==> src/hw/rtl/bsd_pkg.sv <==
`timescale 1ns / 1ps

package bsd_pkg;

    localparam logic [15:0] BMP_SIGNATURE  = 16'h424D;
    localparam logic [15:0] BMP_DEPTH_24   = 16'd24;
    localparam logic [31:0] HEADER_LAST    = 32'd37;
    localparam logic [31:0] DATA_MIN_START = 32'd38;

    localparam logic [11:0] SCREEN_W_RESET = 12'd320;
    localparam logic [11:0] SCREEN_H_RESET = 12'd240;
    localparam logic [3:0]  MAX_SKIP_RESET = 4'd4;

    localparam int CFG_ADDR_W = 4;

    localparam logic [1:0] REG_SCREEN_W = 2'd0;
    localparam logic [1:0] REG_SCREEN_H = 2'd1;
    localparam logic [1:0] REG_MAX_SKIP = 2'd2;

    localparam logic [1:0] KIND_PIXEL  = 2'd0;
    localparam logic [1:0] KIND_WINDOW = 2'd1;
    localparam logic [1:0] KIND_REJECT = 2'd2;

    localparam logic [2:0] REJ_SIGNATURE  = 3'd0;
    localparam logic [2:0] REJ_COMPRESSED = 3'd1;
    localparam logic [2:0] REJ_NO_DATA    = 3'd2;
    localparam logic [2:0] REJ_DEPTH      = 3'd3;
    localparam logic [2:0] REJ_TOO_LARGE  = 3'd4;

    typedef struct packed {
        logic [7:0] file_byte;
        logic       first_byte;
    } in_word_t;

    typedef struct packed {
        logic [1:0]  kind;
        logic [15:0] pixel;
        logic [11:0] x_start;
        logic [11:0] y_start;
        logic [11:0] x_end;
        logic [11:0] y_end;
        logic [2:0]  reject_code;
        logic        last;
    } out_word_t;

    typedef struct packed {
        logic [11:0] screen_w;
        logic [11:0] screen_h;
        logic [3:0]  max_skip;
    } cfg_t;

    typedef enum logic [1:0] {
        DIV_SRC_W = 2'd0,
        DIV_SRC_H = 2'd1,
        DIV_SRC_S = 2'd2
    } div_src_t;

    typedef struct packed {
        logic       accept;
        logic       hdr_step;
        logic       data_step;
        logic       k_clear;
        logic       k_inc;
        logic       div_go;
        div_src_t   div_src;
        logic       cap_w;
        logic       cap_h;
        logic       cap_s;
        logic       emit_window;
        logic       emit_reject;
        logic [2:0] reject_code;
    } ctrl_cmd_t;

    typedef struct packed {
        logic first_byte;
        logic hdr_done;
        logic data_live;
        logic data_end;
        logic sig_ok;
        logic comp_ok;
        logic size_ok;
        logic depth_ok;
        logic fits;
        logic k_at_max;
        logic div_done;
        logic stride_zero;
        logic out_free;
    } dp_status_t;

endpackage

==> src/hw/rtl/bmp_stream_decimate_to_rgb565_unit.sv <==
`timescale 1ns / 1ps
// one file byte per cycle through header and pixel data while output is free, result registered
// after header byte 37 the input is held off for the header checks, a skip search over
// k = 0 to max_skip, three divisions in the shared divider and the window word; a
// rejected header ends the hold-off with its reject word
// a finished word waits in the output register and the next byte is taken only as it leaves
// reset (rst_n low, asynchronous): header parsing from byte offset zero, output empty,
// screen 320 x 240, max_skip 4

module bmp_stream_decimate_to_rgb565_unit
    import bsd_pkg::*;
(
    input  logic                  clk,
    input  logic                  rst_n,
    input  logic                  byte_valid,
    output logic                  byte_ready,
    input  in_word_t              byte_word,
    output logic                  result_valid,
    input  logic                  result_ready,
    output out_word_t             result_word,
    input  logic                  psel,
    input  logic                  penable,
    input  logic                  pwrite,
    input  logic [CFG_ADDR_W-1:0] paddr,
    input  logic [31:0]           pwdata,
    output logic [31:0]           prdata,
    output logic                  pready
);

    cfg_t       cfg;
    ctrl_cmd_t  cmd;
    dp_status_t status;

    assign pready = 1'b1;

    bsd_regs u_regs (
        .clk     (clk),
        .rst_n   (rst_n),
        .psel    (psel),
        .penable (penable),
        .pwrite  (pwrite),
        .paddr   (paddr),
        .pwdata  (pwdata),
        .prdata  (prdata),
        .cfg     (cfg)
    );

    bsd_ctrl u_ctrl (
        .clk        (clk),
        .rst_n      (rst_n),
        .byte_valid (byte_valid),
        .byte_ready (byte_ready),
        .status     (status),
        .cmd        (cmd)
    );

    bsd_datapath u_datapath (
        .clk          (clk),
        .rst_n        (rst_n),
        .cmd          (cmd),
        .status       (status),
        .cfg          (cfg),
        .byte_word    (byte_word),
        .result_word  (result_word),
        .result_valid (result_valid),
        .result_ready (result_ready)
    );

endmodule

==> src/hw/rtl/bsd_regs.sv <==
`timescale 1ns / 1ps

module bsd_regs
    import bsd_pkg::*;
(
    input  logic                  clk,
    input  logic                  rst_n,
    input  logic                  psel,
    input  logic                  penable,
    input  logic                  pwrite,
    input  logic [CFG_ADDR_W-1:0] paddr,
    input  logic [31:0]           pwdata,
    output logic [31:0]           prdata,
    output cfg_t                  cfg
);

    cfg_t       cfg_reg;
    logic [1:0] index;
    logic       wr_en;

    assign index = paddr[CFG_ADDR_W-1:2];
    assign wr_en = psel & penable & pwrite;

    always_ff @(posedge clk or negedge rst_n)
    begin
        if (!rst_n)
        begin
            cfg_reg.screen_w <= SCREEN_W_RESET;
            cfg_reg.screen_h <= SCREEN_H_RESET;
            cfg_reg.max_skip <= MAX_SKIP_RESET;
        end
        else if (wr_en)
        begin
            case (index)
                REG_SCREEN_W: cfg_reg.screen_w <= pwdata[11:0];
                REG_SCREEN_H: cfg_reg.screen_h <= pwdata[11:0];
                REG_MAX_SKIP: cfg_reg.max_skip <= pwdata[3:0];
                default:      cfg_reg <= cfg_reg;
            endcase
        end
    end

    always_comb
    begin
        case (index)
            REG_SCREEN_W: prdata = {20'd0, cfg_reg.screen_w};
            REG_SCREEN_H: prdata = {20'd0, cfg_reg.screen_h};
            REG_MAX_SKIP: prdata = {28'd0, cfg_reg.max_skip};
            default:      prdata = 32'd0;
        endcase
    end

    assign cfg = cfg_reg;

endmodule

==> src/hw/rtl/bsd_divider.sv <==
`timescale 1ns / 1ps

module bsd_divider
    import bsd_pkg::*;
(
    input  logic        clk,
    input  logic        rst_n,
    input  logic        go,
    input  logic [31:0] dividend,
    input  logic [31:0] divisor,
    output logic        done,
    output logic [31:0] quotient
);

    logic        busy_reg;
    logic        done_reg;
    logic [4:0]  cnt_reg;
    logic [31:0] rem_reg;
    logic [31:0] quo_reg;
    logic [31:0] dvsr_reg;

    logic [32:0] rem_sh;
    logic [32:0] diff;
    logic        ge;

    // one quotient bit per cycle, restoring
    always_comb
    begin
        rem_sh = {rem_reg, quo_reg[31]};
        diff   = rem_sh - {1'b0, dvsr_reg};
        ge     = rem_sh >= {1'b0, dvsr_reg};
    end

    always_ff @(posedge clk or negedge rst_n)
    begin
        if (!rst_n)
        begin
            busy_reg <= 1'b0;
            done_reg <= 1'b0;
            cnt_reg  <= 5'd0;
        end
        else
        begin
            done_reg <= 1'b0;
            if (go)
            begin
                busy_reg <= 1'b1;
                cnt_reg  <= 5'd31;
            end
            else if (busy_reg)
            begin
                cnt_reg <= cnt_reg - 5'd1;
                if (cnt_reg == 5'd0)
                begin
                    busy_reg <= 1'b0;
                    done_reg <= 1'b1;
                end
            end
        end
    end

    always_ff @(posedge clk)
    begin
        if (go)
        begin
            rem_reg  <= 32'd0;
            quo_reg  <= dividend;
            dvsr_reg <= divisor;
        end
        else if (busy_reg)
        begin
            rem_reg <= ge ? diff[31:0] : rem_sh[31:0];
            quo_reg <= {quo_reg[30:0], ge};
        end
    end

    assign done     = done_reg;
    assign quotient = quo_reg;

endmodule

==> src/hw/rtl/bsd_datapath.sv <==
`timescale 1ns / 1ps

module bsd_datapath
    import bsd_pkg::*;
(
    input  logic       clk,
    input  logic       rst_n,
    input  ctrl_cmd_t  cmd,
    output dp_status_t status,
    input  cfg_t       cfg,
    input  in_word_t   byte_word,
    output out_word_t  result_word,
    output logic       result_valid,
    input  logic       result_ready
);

    localparam logic [1:0] LANE_BLUE  = 2'd0;
    localparam logic [1:0] LANE_GREEN = 2'd1;
    localparam logic [1:0] LANE_RED   = 2'd2;

    logic [31:0] pos_reg;
    logic [31:0] hdr_offset_reg;
    logic [31:0] hdr_width_reg;
    logic [31:0] hdr_height_reg;
    logic [31:0] hdr_depth_reg;
    logic [31:0] hdr_comp_reg;
    logic [31:0] hdr_size_reg;

    logic [3:0]  k_reg;
    logic [11:0] scaled_w_reg;
    logic [11:0] scaled_h_reg;
    logic [31:0] stride_reg;
    logic [15:0] row_count_reg;
    logic [3:0]  row_mod_reg;
    logic [31:0] bir_reg;
    logic [1:0]  lane_reg;
    logic [3:0]  col_mod_reg;
    logic [12:0] col_div_reg;
    logic [15:0] held_reg;

    out_word_t   result_word_reg;
    out_word_t   result_word_next;
    logic        result_valid_reg;
    logic        result_valid_next;

    logic [31:0] eff_pos;
    logic [31:0] pos_next;
    logic [31:0] data_start;
    logic        data_fire;
    logic [7:0]  b;
    logic [4:0]  k1;
    logic [17:0] w_lim;
    logic [17:0] h_lim;
    logic        bir_end;
    logic        row_last;
    logic        pix_hit;
    logic        pix_last;
    logic [16:0] row_reach;
    logic [12:0] sum_x;
    logic [12:0] sum_y;
    logic [11:0] diff_x;
    logic [11:0] diff_y;
    logic [31:0] div_dividend;
    logic [31:0] div_divisor;
    logic        div_done;
    logic [31:0] div_quotient;

    assign b         = byte_word.file_byte;
    assign eff_pos   = byte_word.first_byte ? 32'd0 : pos_reg;
    assign pos_next  = (eff_pos == 32'hFFFF_FFFF) ? eff_pos : eff_pos + 32'd1;
    assign data_start = (hdr_offset_reg < DATA_MIN_START) ? DATA_MIN_START : hdr_offset_reg;
    assign data_fire = cmd.data_step & (eff_pos >= data_start);
    assign k1        = {1'b0, k_reg} + 5'd1;

    // fit test: w / k1 <= sw  is  w < (sw + 1) * k1
    assign w_lim = ({6'd0, cfg.screen_w} + 18'd1) * {13'd0, k1};
    assign h_lim = ({6'd0, cfg.screen_h} + 18'd1) * {13'd0, k1};

    assign bir_end   = ({1'b0, bir_reg} + 33'd1) >= {1'b0, stride_reg};
    assign row_last  = ({16'd0, row_count_reg} + 32'd1) >= hdr_height_reg;
    assign row_reach = {1'b0, row_count_reg} + {12'd0, k1};

    assign pix_hit  = (lane_reg == LANE_RED) && (row_mod_reg == 4'd0) &&
                      (col_mod_reg == 4'd0) && (col_div_reg < {1'b0, scaled_w_reg});
    assign pix_last = ({15'd0, row_reach} >= hdr_height_reg) &&
                      (col_div_reg == {1'b0, scaled_w_reg - 12'd1});

    assign sum_x  = {1'b0, cfg.screen_w} + {1'b0, scaled_w_reg};
    assign sum_y  = {1'b0, cfg.screen_h} + {1'b0, scaled_h_reg};
    assign diff_x = cfg.screen_w - scaled_w_reg;
    assign diff_y = cfg.screen_h - scaled_h_reg;

    always_comb
    begin
        case (cmd.div_src)
            DIV_SRC_W:
            begin
                div_dividend = hdr_width_reg;
                div_divisor  = {27'd0, k1};
            end
            DIV_SRC_H:
            begin
                div_dividend = hdr_height_reg;
                div_divisor  = {27'd0, k1};
            end
            default:
            begin
                div_dividend = hdr_size_reg;
                div_divisor  = hdr_height_reg;
            end
        endcase
    end

    bsd_divider u_divider (
        .clk      (clk),
        .rst_n    (rst_n),
        .go       (cmd.div_go),
        .dividend (div_dividend),
        .divisor  (div_divisor),
        .done     (div_done),
        .quotient (div_quotient)
    );

    always_ff @(posedge clk or negedge rst_n)
    begin
        if (!rst_n)
        begin
            pos_reg <= 32'd0;
        end
        else if (cmd.accept)
        begin
            pos_reg <= pos_next;
        end
    end

    // header capture, little-endian, signature in the top half of the depth word
    always_ff @(posedge clk)
    begin
        if (cmd.hdr_step)
        begin
            case (eff_pos[5:0])
                6'd0:  hdr_depth_reg[31:24]  <= b;
                6'd1:  hdr_depth_reg[23:16]  <= b;
                6'd10: hdr_offset_reg[7:0]   <= b;
                6'd11: hdr_offset_reg[15:8]  <= b;
                6'd12: hdr_offset_reg[23:16] <= b;
                6'd13: hdr_offset_reg[31:24] <= b;
                6'd18: hdr_width_reg[7:0]    <= b;
                6'd19: hdr_width_reg[15:8]   <= b;
                6'd20: hdr_width_reg[23:16]  <= b;
                6'd21: hdr_width_reg[31:24]  <= b;
                6'd22: hdr_height_reg[7:0]   <= b;
                6'd23: hdr_height_reg[15:8]  <= b;
                6'd24: hdr_height_reg[23:16] <= b;
                6'd25: hdr_height_reg[31:24] <= b;
                6'd28: hdr_depth_reg[7:0]    <= b;
                6'd29: hdr_depth_reg[15:8]   <= b;
                6'd30: hdr_comp_reg[7:0]     <= b;
                6'd31: hdr_comp_reg[15:8]    <= b;
                6'd32: hdr_comp_reg[23:16]   <= b;
                6'd33: hdr_comp_reg[31:24]   <= b;
                6'd34: hdr_size_reg[7:0]     <= b;
                6'd35: hdr_size_reg[15:8]    <= b;
                6'd36: hdr_size_reg[23:16]   <= b;
                6'd37: hdr_size_reg[31:24]   <= b;
                default: hdr_size_reg <= hdr_size_reg;
            endcase
        end
    end

    always_ff @(posedge clk or negedge rst_n)
    begin
        if (!rst_n)
        begin
            k_reg <= 4'd0;
        end
        else if (cmd.k_clear)
        begin
            k_reg <= 4'd0;
        end
        else if (cmd.k_inc)
        begin
            k_reg <= k_reg + 4'd1;
        end
    end

    always_ff @(posedge clk)
    begin
        if (cmd.cap_w)
        begin
            scaled_w_reg <= div_quotient[11:0];
        end
        if (cmd.cap_h)
        begin
            scaled_h_reg <= div_quotient[11:0];
        end
        if (cmd.cap_s)
        begin
            stride_reg <= div_quotient;
        end
        if (data_fire && (lane_reg == LANE_BLUE))
        begin
            held_reg[7:0] <= b;
        end
        if (data_fire && (lane_reg == LANE_GREEN))
        begin
            held_reg[15:8] <= b;
        end
    end

    // row and column walk over the pixel data
    always_ff @(posedge clk or negedge rst_n)
    begin
        if (!rst_n)
        begin
            row_count_reg <= 16'd0;
            row_mod_reg   <= 4'd0;
            bir_reg       <= 32'd0;
            lane_reg      <= LANE_BLUE;
            col_mod_reg   <= 4'd0;
            col_div_reg   <= 13'd0;
        end
        else if (cmd.emit_window)
        begin
            row_count_reg <= 16'd0;
            row_mod_reg   <= 4'd0;
            bir_reg       <= 32'd0;
            lane_reg      <= LANE_BLUE;
            col_mod_reg   <= 4'd0;
            col_div_reg   <= 13'd0;
        end
        else if (data_fire)
        begin
            if (bir_end)
            begin
                bir_reg       <= 32'd0;
                lane_reg      <= LANE_BLUE;
                col_mod_reg   <= 4'd0;
                col_div_reg   <= 13'd0;
                row_count_reg <= row_count_reg + 16'd1;
                row_mod_reg   <= (row_mod_reg == k_reg) ? 4'd0 : row_mod_reg + 4'd1;
            end
            else
            begin
                bir_reg <= bir_reg + 32'd1;
                if (lane_reg == LANE_RED)
                begin
                    lane_reg <= LANE_BLUE;
                    if (col_mod_reg == k_reg)
                    begin
                        col_mod_reg <= 4'd0;
                        if (col_div_reg != 13'h1FFF)
                        begin
                            col_div_reg <= col_div_reg + 13'd1;
                        end
                    end
                    else
                    begin
                        col_mod_reg <= col_mod_reg + 4'd1;
                    end
                end
                else
                begin
                    lane_reg <= lane_reg + 2'd1;
                end
            end
        end
    end

    always_comb
    begin
        result_word_next = result_word_reg;
        if (cmd.emit_reject)
        begin
            result_word_next             = '0;
            result_word_next.kind        = KIND_REJECT;
            result_word_next.reject_code = cmd.reject_code;
        end
        else if (cmd.emit_window)
        begin
            result_word_next         = '0;
            result_word_next.kind    = KIND_WINDOW;
            result_word_next.x_start = {1'b0, diff_x[11:1]};
            result_word_next.y_start = {1'b0, diff_y[11:1]};
            result_word_next.x_end   = sum_x[12:1] - 12'd1;
            result_word_next.y_end   = sum_y[12:1];
        end
        else if (data_fire && pix_hit)
        begin
            result_word_next       = '0;
            result_word_next.kind  = KIND_PIXEL;
            result_word_next.pixel = {b[7:3], held_reg[15:10], held_reg[7:3]};
            result_word_next.last  = pix_last;
        end
    end

    assign result_valid_next = cmd.emit_reject | cmd.emit_window | (data_fire & pix_hit) |
                               (result_valid_reg & ~result_ready);

    always_ff @(posedge clk or negedge rst_n)
    begin
        if (!rst_n)
        begin
            result_valid_reg <= 1'b0;
        end
        else
        begin
            result_valid_reg <= result_valid_next;
        end
    end

    always_ff @(posedge clk)
    begin
        result_word_reg <= result_word_next;
    end

    assign result_word  = result_word_reg;
    assign result_valid = result_valid_reg;

    always_comb
    begin
        status.first_byte  = byte_word.first_byte;
        status.hdr_done    = eff_pos == HEADER_LAST;
        status.data_live   = eff_pos >= data_start;
        status.data_end    = bir_end & row_last;
        status.sig_ok      = hdr_depth_reg[31:16] == BMP_SIGNATURE;
        status.comp_ok     = hdr_comp_reg == 32'd0;
        status.size_ok     = (hdr_size_reg != 32'd0) && (hdr_height_reg != 32'd0);
        status.depth_ok    = hdr_depth_reg[15:0] == BMP_DEPTH_24;
        status.fits        = (hdr_width_reg < {14'd0, w_lim}) &&
                             (hdr_height_reg < {14'd0, h_lim});
        status.k_at_max    = k_reg == cfg.max_skip;
        status.div_done    = div_done;
        status.stride_zero = stride_reg == 32'd0;
        status.out_free    = ~result_valid_reg | result_ready;
    end

endmodule

==> src/hw/rtl/bsd_ctrl.sv <==
`timescale 1ns / 1ps

module bsd_ctrl
    import bsd_pkg::*;
(
    input  logic       clk,
    input  logic       rst_n,
    input  logic       byte_valid,
    output logic       byte_ready,
    input  dp_status_t status,
    output ctrl_cmd_t  cmd
);

    typedef enum logic [8:0] {
        S_HEADER = 9'b000000001,
        S_DATA   = 9'b000000010,
        S_IDLE   = 9'b000000100,
        S_CHECK  = 9'b000001000,
        S_SEARCH = 9'b000010000,
        S_DIV_W  = 9'b000100000,
        S_DIV_H  = 9'b001000000,
        S_DIV_S  = 9'b010000000,
        S_WINDOW = 9'b100000000
    } state_t;

    state_t state_reg;
    state_t state_next;
    logic   streaming;
    logic   accept;

    assign streaming  = (state_reg == S_HEADER) || (state_reg == S_DATA) ||
                        (state_reg == S_IDLE);
    assign byte_ready = streaming & status.out_free;
    assign accept     = byte_valid & byte_ready;

    always_comb
    begin
        state_next      = state_reg;
        cmd             = '0;
        cmd.div_src     = DIV_SRC_S;
        cmd.accept      = accept;
        case (state_reg)
            S_HEADER, S_DATA, S_IDLE:
            begin
                if (accept)
                begin
                    if (status.first_byte || (state_reg == S_HEADER))
                    begin
                        cmd.hdr_step = 1'b1;
                        state_next   = status.hdr_done ? S_CHECK : S_HEADER;
                    end
                    else if (state_reg == S_DATA)
                    begin
                        cmd.data_step = 1'b1;
                        if (status.data_live && status.data_end)
                        begin
                            state_next = S_IDLE;
                        end
                    end
                end
            end
            S_CHECK:
            begin
                state_next = S_IDLE;
                if (!status.sig_ok)
                begin
                    cmd.emit_reject = 1'b1;
                    cmd.reject_code = REJ_SIGNATURE;
                end
                else if (!status.comp_ok)
                begin
                    cmd.emit_reject = 1'b1;
                    cmd.reject_code = REJ_COMPRESSED;
                end
                else if (!status.size_ok)
                begin
                    cmd.emit_reject = 1'b1;
                    cmd.reject_code = REJ_NO_DATA;
                end
                else if (!status.depth_ok)
                begin
                    cmd.emit_reject = 1'b1;
                    cmd.reject_code = REJ_DEPTH;
                end
                else
                begin
                    cmd.k_clear = 1'b1;
                    state_next  = S_SEARCH;
                end
            end
            S_SEARCH:
            begin
                if (status.fits)
                begin
                    cmd.div_go  = 1'b1;
                    cmd.div_src = DIV_SRC_W;
                    state_next  = S_DIV_W;
                end
                else if (status.k_at_max)
                begin
                    cmd.emit_reject = 1'b1;
                    cmd.reject_code = REJ_TOO_LARGE;
                    state_next      = S_IDLE;
                end
                else
                begin
                    cmd.k_inc = 1'b1;
                end
            end
            S_DIV_W:
            begin
                if (status.div_done)
                begin
                    cmd.cap_w   = 1'b1;
                    cmd.div_go  = 1'b1;
                    cmd.div_src = DIV_SRC_H;
                    state_next  = S_DIV_H;
                end
            end
            S_DIV_H:
            begin
                if (status.div_done)
                begin
                    cmd.cap_h   = 1'b1;
                    cmd.div_go  = 1'b1;
                    cmd.div_src = DIV_SRC_S;
                    state_next  = S_DIV_S;
                end
            end
            S_DIV_S:
            begin
                if (status.div_done)
                begin
                    cmd.cap_s  = 1'b1;
                    state_next = S_WINDOW;
                end
            end
            S_WINDOW:
            begin
                cmd.emit_window = 1'b1;
                state_next      = status.stride_zero ? S_IDLE : S_DATA;
            end
            default:
            begin
                state_next = S_HEADER;
            end
        endcase
    end

    always_ff @(posedge clk or negedge rst_n)
    begin
        if (!rst_n)
        begin
            state_reg <= S_HEADER;
        end
        else
        begin
            state_reg <= state_next;
        end
    end

endmodule

==> config.mk <==
export PLATFORM = sky130hd
export DESIGN_NAME = bmp_stream_decimate_to_rgb565_unit
export DESIGN_NICKNAME = d
export VERILOG_FILES = /design/src/hw/rtl/bsd_pkg.sv /design/src/hw/rtl/bmp_stream_decimate_to_rgb565_unit.sv /design/src/hw/rtl/bsd_regs.sv /design/src/hw/rtl/bsd_divider.sv /design/src/hw/rtl/bsd_datapath.sv /design/src/hw/rtl/bsd_ctrl.sv
export SDC_FILE = /design/constraint.sdc
export NUM_CORES = 1
export LEC_CHECK = 0
export BUFFER_PORTS_ARGS = -buffer_cell sky130_fd_sc_hd__buf_2
export CAP_MARGIN = 10
export CORE_MARGIN = 2
export CORE_UTILIZATION = 24
export DETAILED_ROUTE_END_ITERATION = 16
export PLACE_DENSITY = 0.42
export SKIP_CTS_REPAIR_TIMING = 1
export SLEW_MARGIN = 40
export SYNTH_ARGS = -nofsm -noshare
export SYNTH_HDL_FRONTEND = slang
export SYNTH_SLANG_ARGS = --single-unit
==> constraint.sdc <==
create_clock -name clk -period 13.55 [get_ports clk]
set_input_delay 3.3875 -clock clk [delete_from_list [all_inputs] [get_ports clk]]
set_output_delay 3.3875 -clock clk [all_outputs]
set_load 0.01 [all_outputs]
==> reports/metrics.yaml <==
run_status:
  status: "completed"
power:
  seqPwrFrac: 0.437
  ir_worst_vdd_mv: 0.0770
  p_int_mw: 3.23
  p_sw_mw: 1.28
  p_leak_nw: 17.3
  netSwitchingFraction: 0.284
  power_density_nw_per_um2: 111
  power_frac_comb: 0.140
  pwr-share-clk: 0.423
sta:
  hold_violations: 0
  period_share: 0.692
  tightest_slew_ps: 866
  max_slew_margin: 0.420
  min_period_ps: 9380
  fin_setup_tns_ps: 0
  max_freq_ghz: 0.107
  setup_viol: 0
  final_max_slew_viol_count: 0
  fin_skew_ps: 39.3
  rsz0062_at_grt: "false"
routing:
  vias: 26100
  first_pass_iters: 5
  routedWlPerCell_um: 18.8
  drc: 0
  drtIter0Drc: 1511
  postRouteAntennaNets: 0
  vias_per_cell: 4.60
  drt_wl_total_um: 107000
critical_path:
  rr_worst_depth: 30
  worstPathArrival_ps: 9960
  r2r_start: "u_regs.cfg[16]"
  r2r-end: "u_datapath.result_word[7]"
  cp-start-kind: "register"
  rrSetupSlack_ps: 4170
  cp_slowest_stage_delay_ps: 790
  cp_max_fo: 44
  worstPathRequired_ps: 14130
  slowest_stage: "dfrtp_1"
  end_kind: "register"
  path_class: "reg -> reg"
clock_network:
  clk_pin_slew_worst_paths_ps: 60
  cts_sinks: 575
  worstSkewPairLatency_ps: 670
  cts_max_level: 3
  clockBufferDepth: 3
  cts-root-buf: "clkbuf_16"
  cts_tree: "yes"
  cts_buffers: 71
logic_synthesis:
  yosys_warnings: 0
  seq_area_frac_synth: 0.437
  ys.flop_type: "edfxtp_1"
  ys_ff_latch: 575
  synthDistinctLibCells: 83
  async_reset_ff_frac: 0.264
  synthCells: 3599
  synth_edf_count: 326
  synth.top_cell.area_share: 0.275
  yosysTopAreaCell: "edfxtp_1"
  synth_area_leaders: "edfxtp_1 28%, ha_1 10%, dfrtp_1 10%"
  avgSynthCellArea_um2: 9.88
  syn_area_um2: 35500
cells_and_area:
  area.sequential_um2: 15500
  synthToLayoutAreaGrowth_pct: 14.3
  multi_input_area_um2: 18400
  drive_gt1_frac: 0.0954
  largest_reg_flops: 68
  n_fill_cell: 15500
  nets: 4102
  final_area_um2: 40600
floorplanning:
  initial_core_util: 0.241
  die_height_um: 389
  rows: 141
  die_w_um: 389
  fp.coreArea_um2: 147000
  die_area_um2: 151000
  io_pins: 157
global_route:
  grt.total_usage: 0.141
  grt.overflow.total: 0
  grt_max_degree: 66
  antenna_found_initial: 4
  grt_pass1_wl_um: 164000
  grt_pass1_vias: 26000
flow_run:
  cap_violations: 0
worst_hold_path:
  hold_path.class: "reg -> reg"
  hp-start: "u_datapath.result_word[6]"
  holdPathStages: 2
  holdPathEnd: "u_datapath.result_word[6]"
placed_design:
  placed_area_um2: 38300
  globalplace.congestion: 0.812
  dp_hpwl_um: 78700
  port_buffers: 111
==> final cells by class <==
class	count	area share
Clock inverter	38	0.0102
Timing Repair Buffer	144	0.0202
Multi-Input combinational cell	2583	0.452
Tap cell	1930	0.0595
Antenna cell	1	0.0000616
Clock buffer	93	0.0466
Inverter	310	0.0287
Sequential cell	575	0.383
==> cells by family (layout without fill, tap and decap cells) <==
group	count (synthesis)	after routing	synth area share
compound gates	667	667	0.118
xor+xnor	246	246	0.0606
fa+ha+maj	365	365	0.144
buf+inv	462	585	0.0517
flops	575	575	0.437
mux	79	79	0.0233
other cells	2	24	0.000211
simple gates	1203	1203	0.165
==> metrics by stage <==
step / total power, mW / worst slack (ps) / util / std cells / hold WS [ps]
5_1_grt: 4.73 / 3580 / 0.276 / 5673 / 475
6_report: 4.52 / 4170 / 0.276 / 5674 / 449
3_3_place_gp: 2.64 / 4060 / 0.260 / 5542 / 436
3_5_place_dp: 2.64 / 3940 / 0.260 / 5542 / 444
2_1_floorplan: 2.39 / 4980 / - / 3620 / 426
4_1_cts: 4.58 / 3900 / 0.276 / 5673 / 457
==> synth_stat cells (42+ instances only) <==
| cell | number |
|---|---|
| and2_1 | 42 |
| xnor2_1 | 141 |
| a21o_1 | 61 |
| dfrtp_1 | 144 |
| nor4_1 | 71 |
| a21oi_1 | 185 |
| nand2_1 | 314 |
| nor3_1 | 58 |
| edfxtp_1 | 326 |
| fa_1 | 72 |
| nor2b_1 | 69 |
| nand4_1 | 64 |
| dfxtp_1 | 97 |
| inv_1 | 309 |
| clkbuf_1 | 110 |
| nand3_1 | 88 |
| xor2_1 | 105 |
| o21ai_0 | 189 |
| ha_1 | 293 |
| nor2_1 | 325 |
| mux2i_1 | 49 |
==> power groups by stage <==
stage                     Clock, mW  Combinational (mW)  Sequential [mW]
after CTS                      1.97               0.636             1.97
after global placement            0               0.629             2.01
after detailed placement          0               0.630             2.01
after floorplan                   0               0.442             1.95
after global routing           2.04               0.707             1.98
final                          1.91               0.632             1.97
==> worst max-delay path: cells and delay by family (launching register included) <==
kind	cells	cell delay (ps)
AOI/OAI and AO/OA	10	2730
xor gates and xnor gates	1	400
adders and majority gates	6	2620
buffers and inverters	4	870
DFF	1	790
and+or+nand+nor	9	1810
==> routing by layer <==
layer	wire length, um	up-vias	GRT usage
met5	32	-	0
met4	2750	4	0.0365
met3	4220	142	0.0255
met2	47400	421	0.222
met1	52200	12700	0.199
li1	-	12800	-
==> worst max path at each step <==
stage,startpoint,endpoint,slack [ps],cells after the start
after floorplan,u_datapath.k_reg[0],u_datapath.u_divider.dvsr_reg[0],4980,29
after global placement,u_regs.cfg[16],u_datapath.result_word[12],4060,30
after detailed placement,u_datapath.k_reg[0],u_datapath.u_divider.quotient[13],3940,31
after CTS,u_datapath.k_reg[0],u_datapath.result_word[7],3900,30
after global routing,u_datapath.k_reg[0],u_datapath.result_word[30],3580,31
final,u_regs.cfg[16],u_datapath.result_word[7],4170,30
==> cell usage in the layout (no fill, tap or decap), types with 14 or more instances in the layout <==
cell	count
o21bai_1	18
clkbuf_1	20
a22oi_1	20
mux2i_1	49
o31ai_1	34
o21ai_0	189
a211oi_1	34
nor4_1	68
fa_1	72
nand4_1	64
buf_2	107
dfxtp_1	97
a21o_1	61
clkbuf_16	72
nand2_1	313
ha_1	293
o21a_1	16
conb_1	23
mux2_2	30
and2_1	42
nor2b_1	67
inv_1	308
nor3_1	56
a31oi_1	14
nand2b_1	37
nand3_1	88
nor2_1	321
or2_2	34
xnor2_1	140
dfrtp_1	143
buf_4	35
o211ai_1	14
a21oi_1	185
xor2_1	104
edfxtp_1	326
and3_1	37
Power figures use the tool's default switching activity.
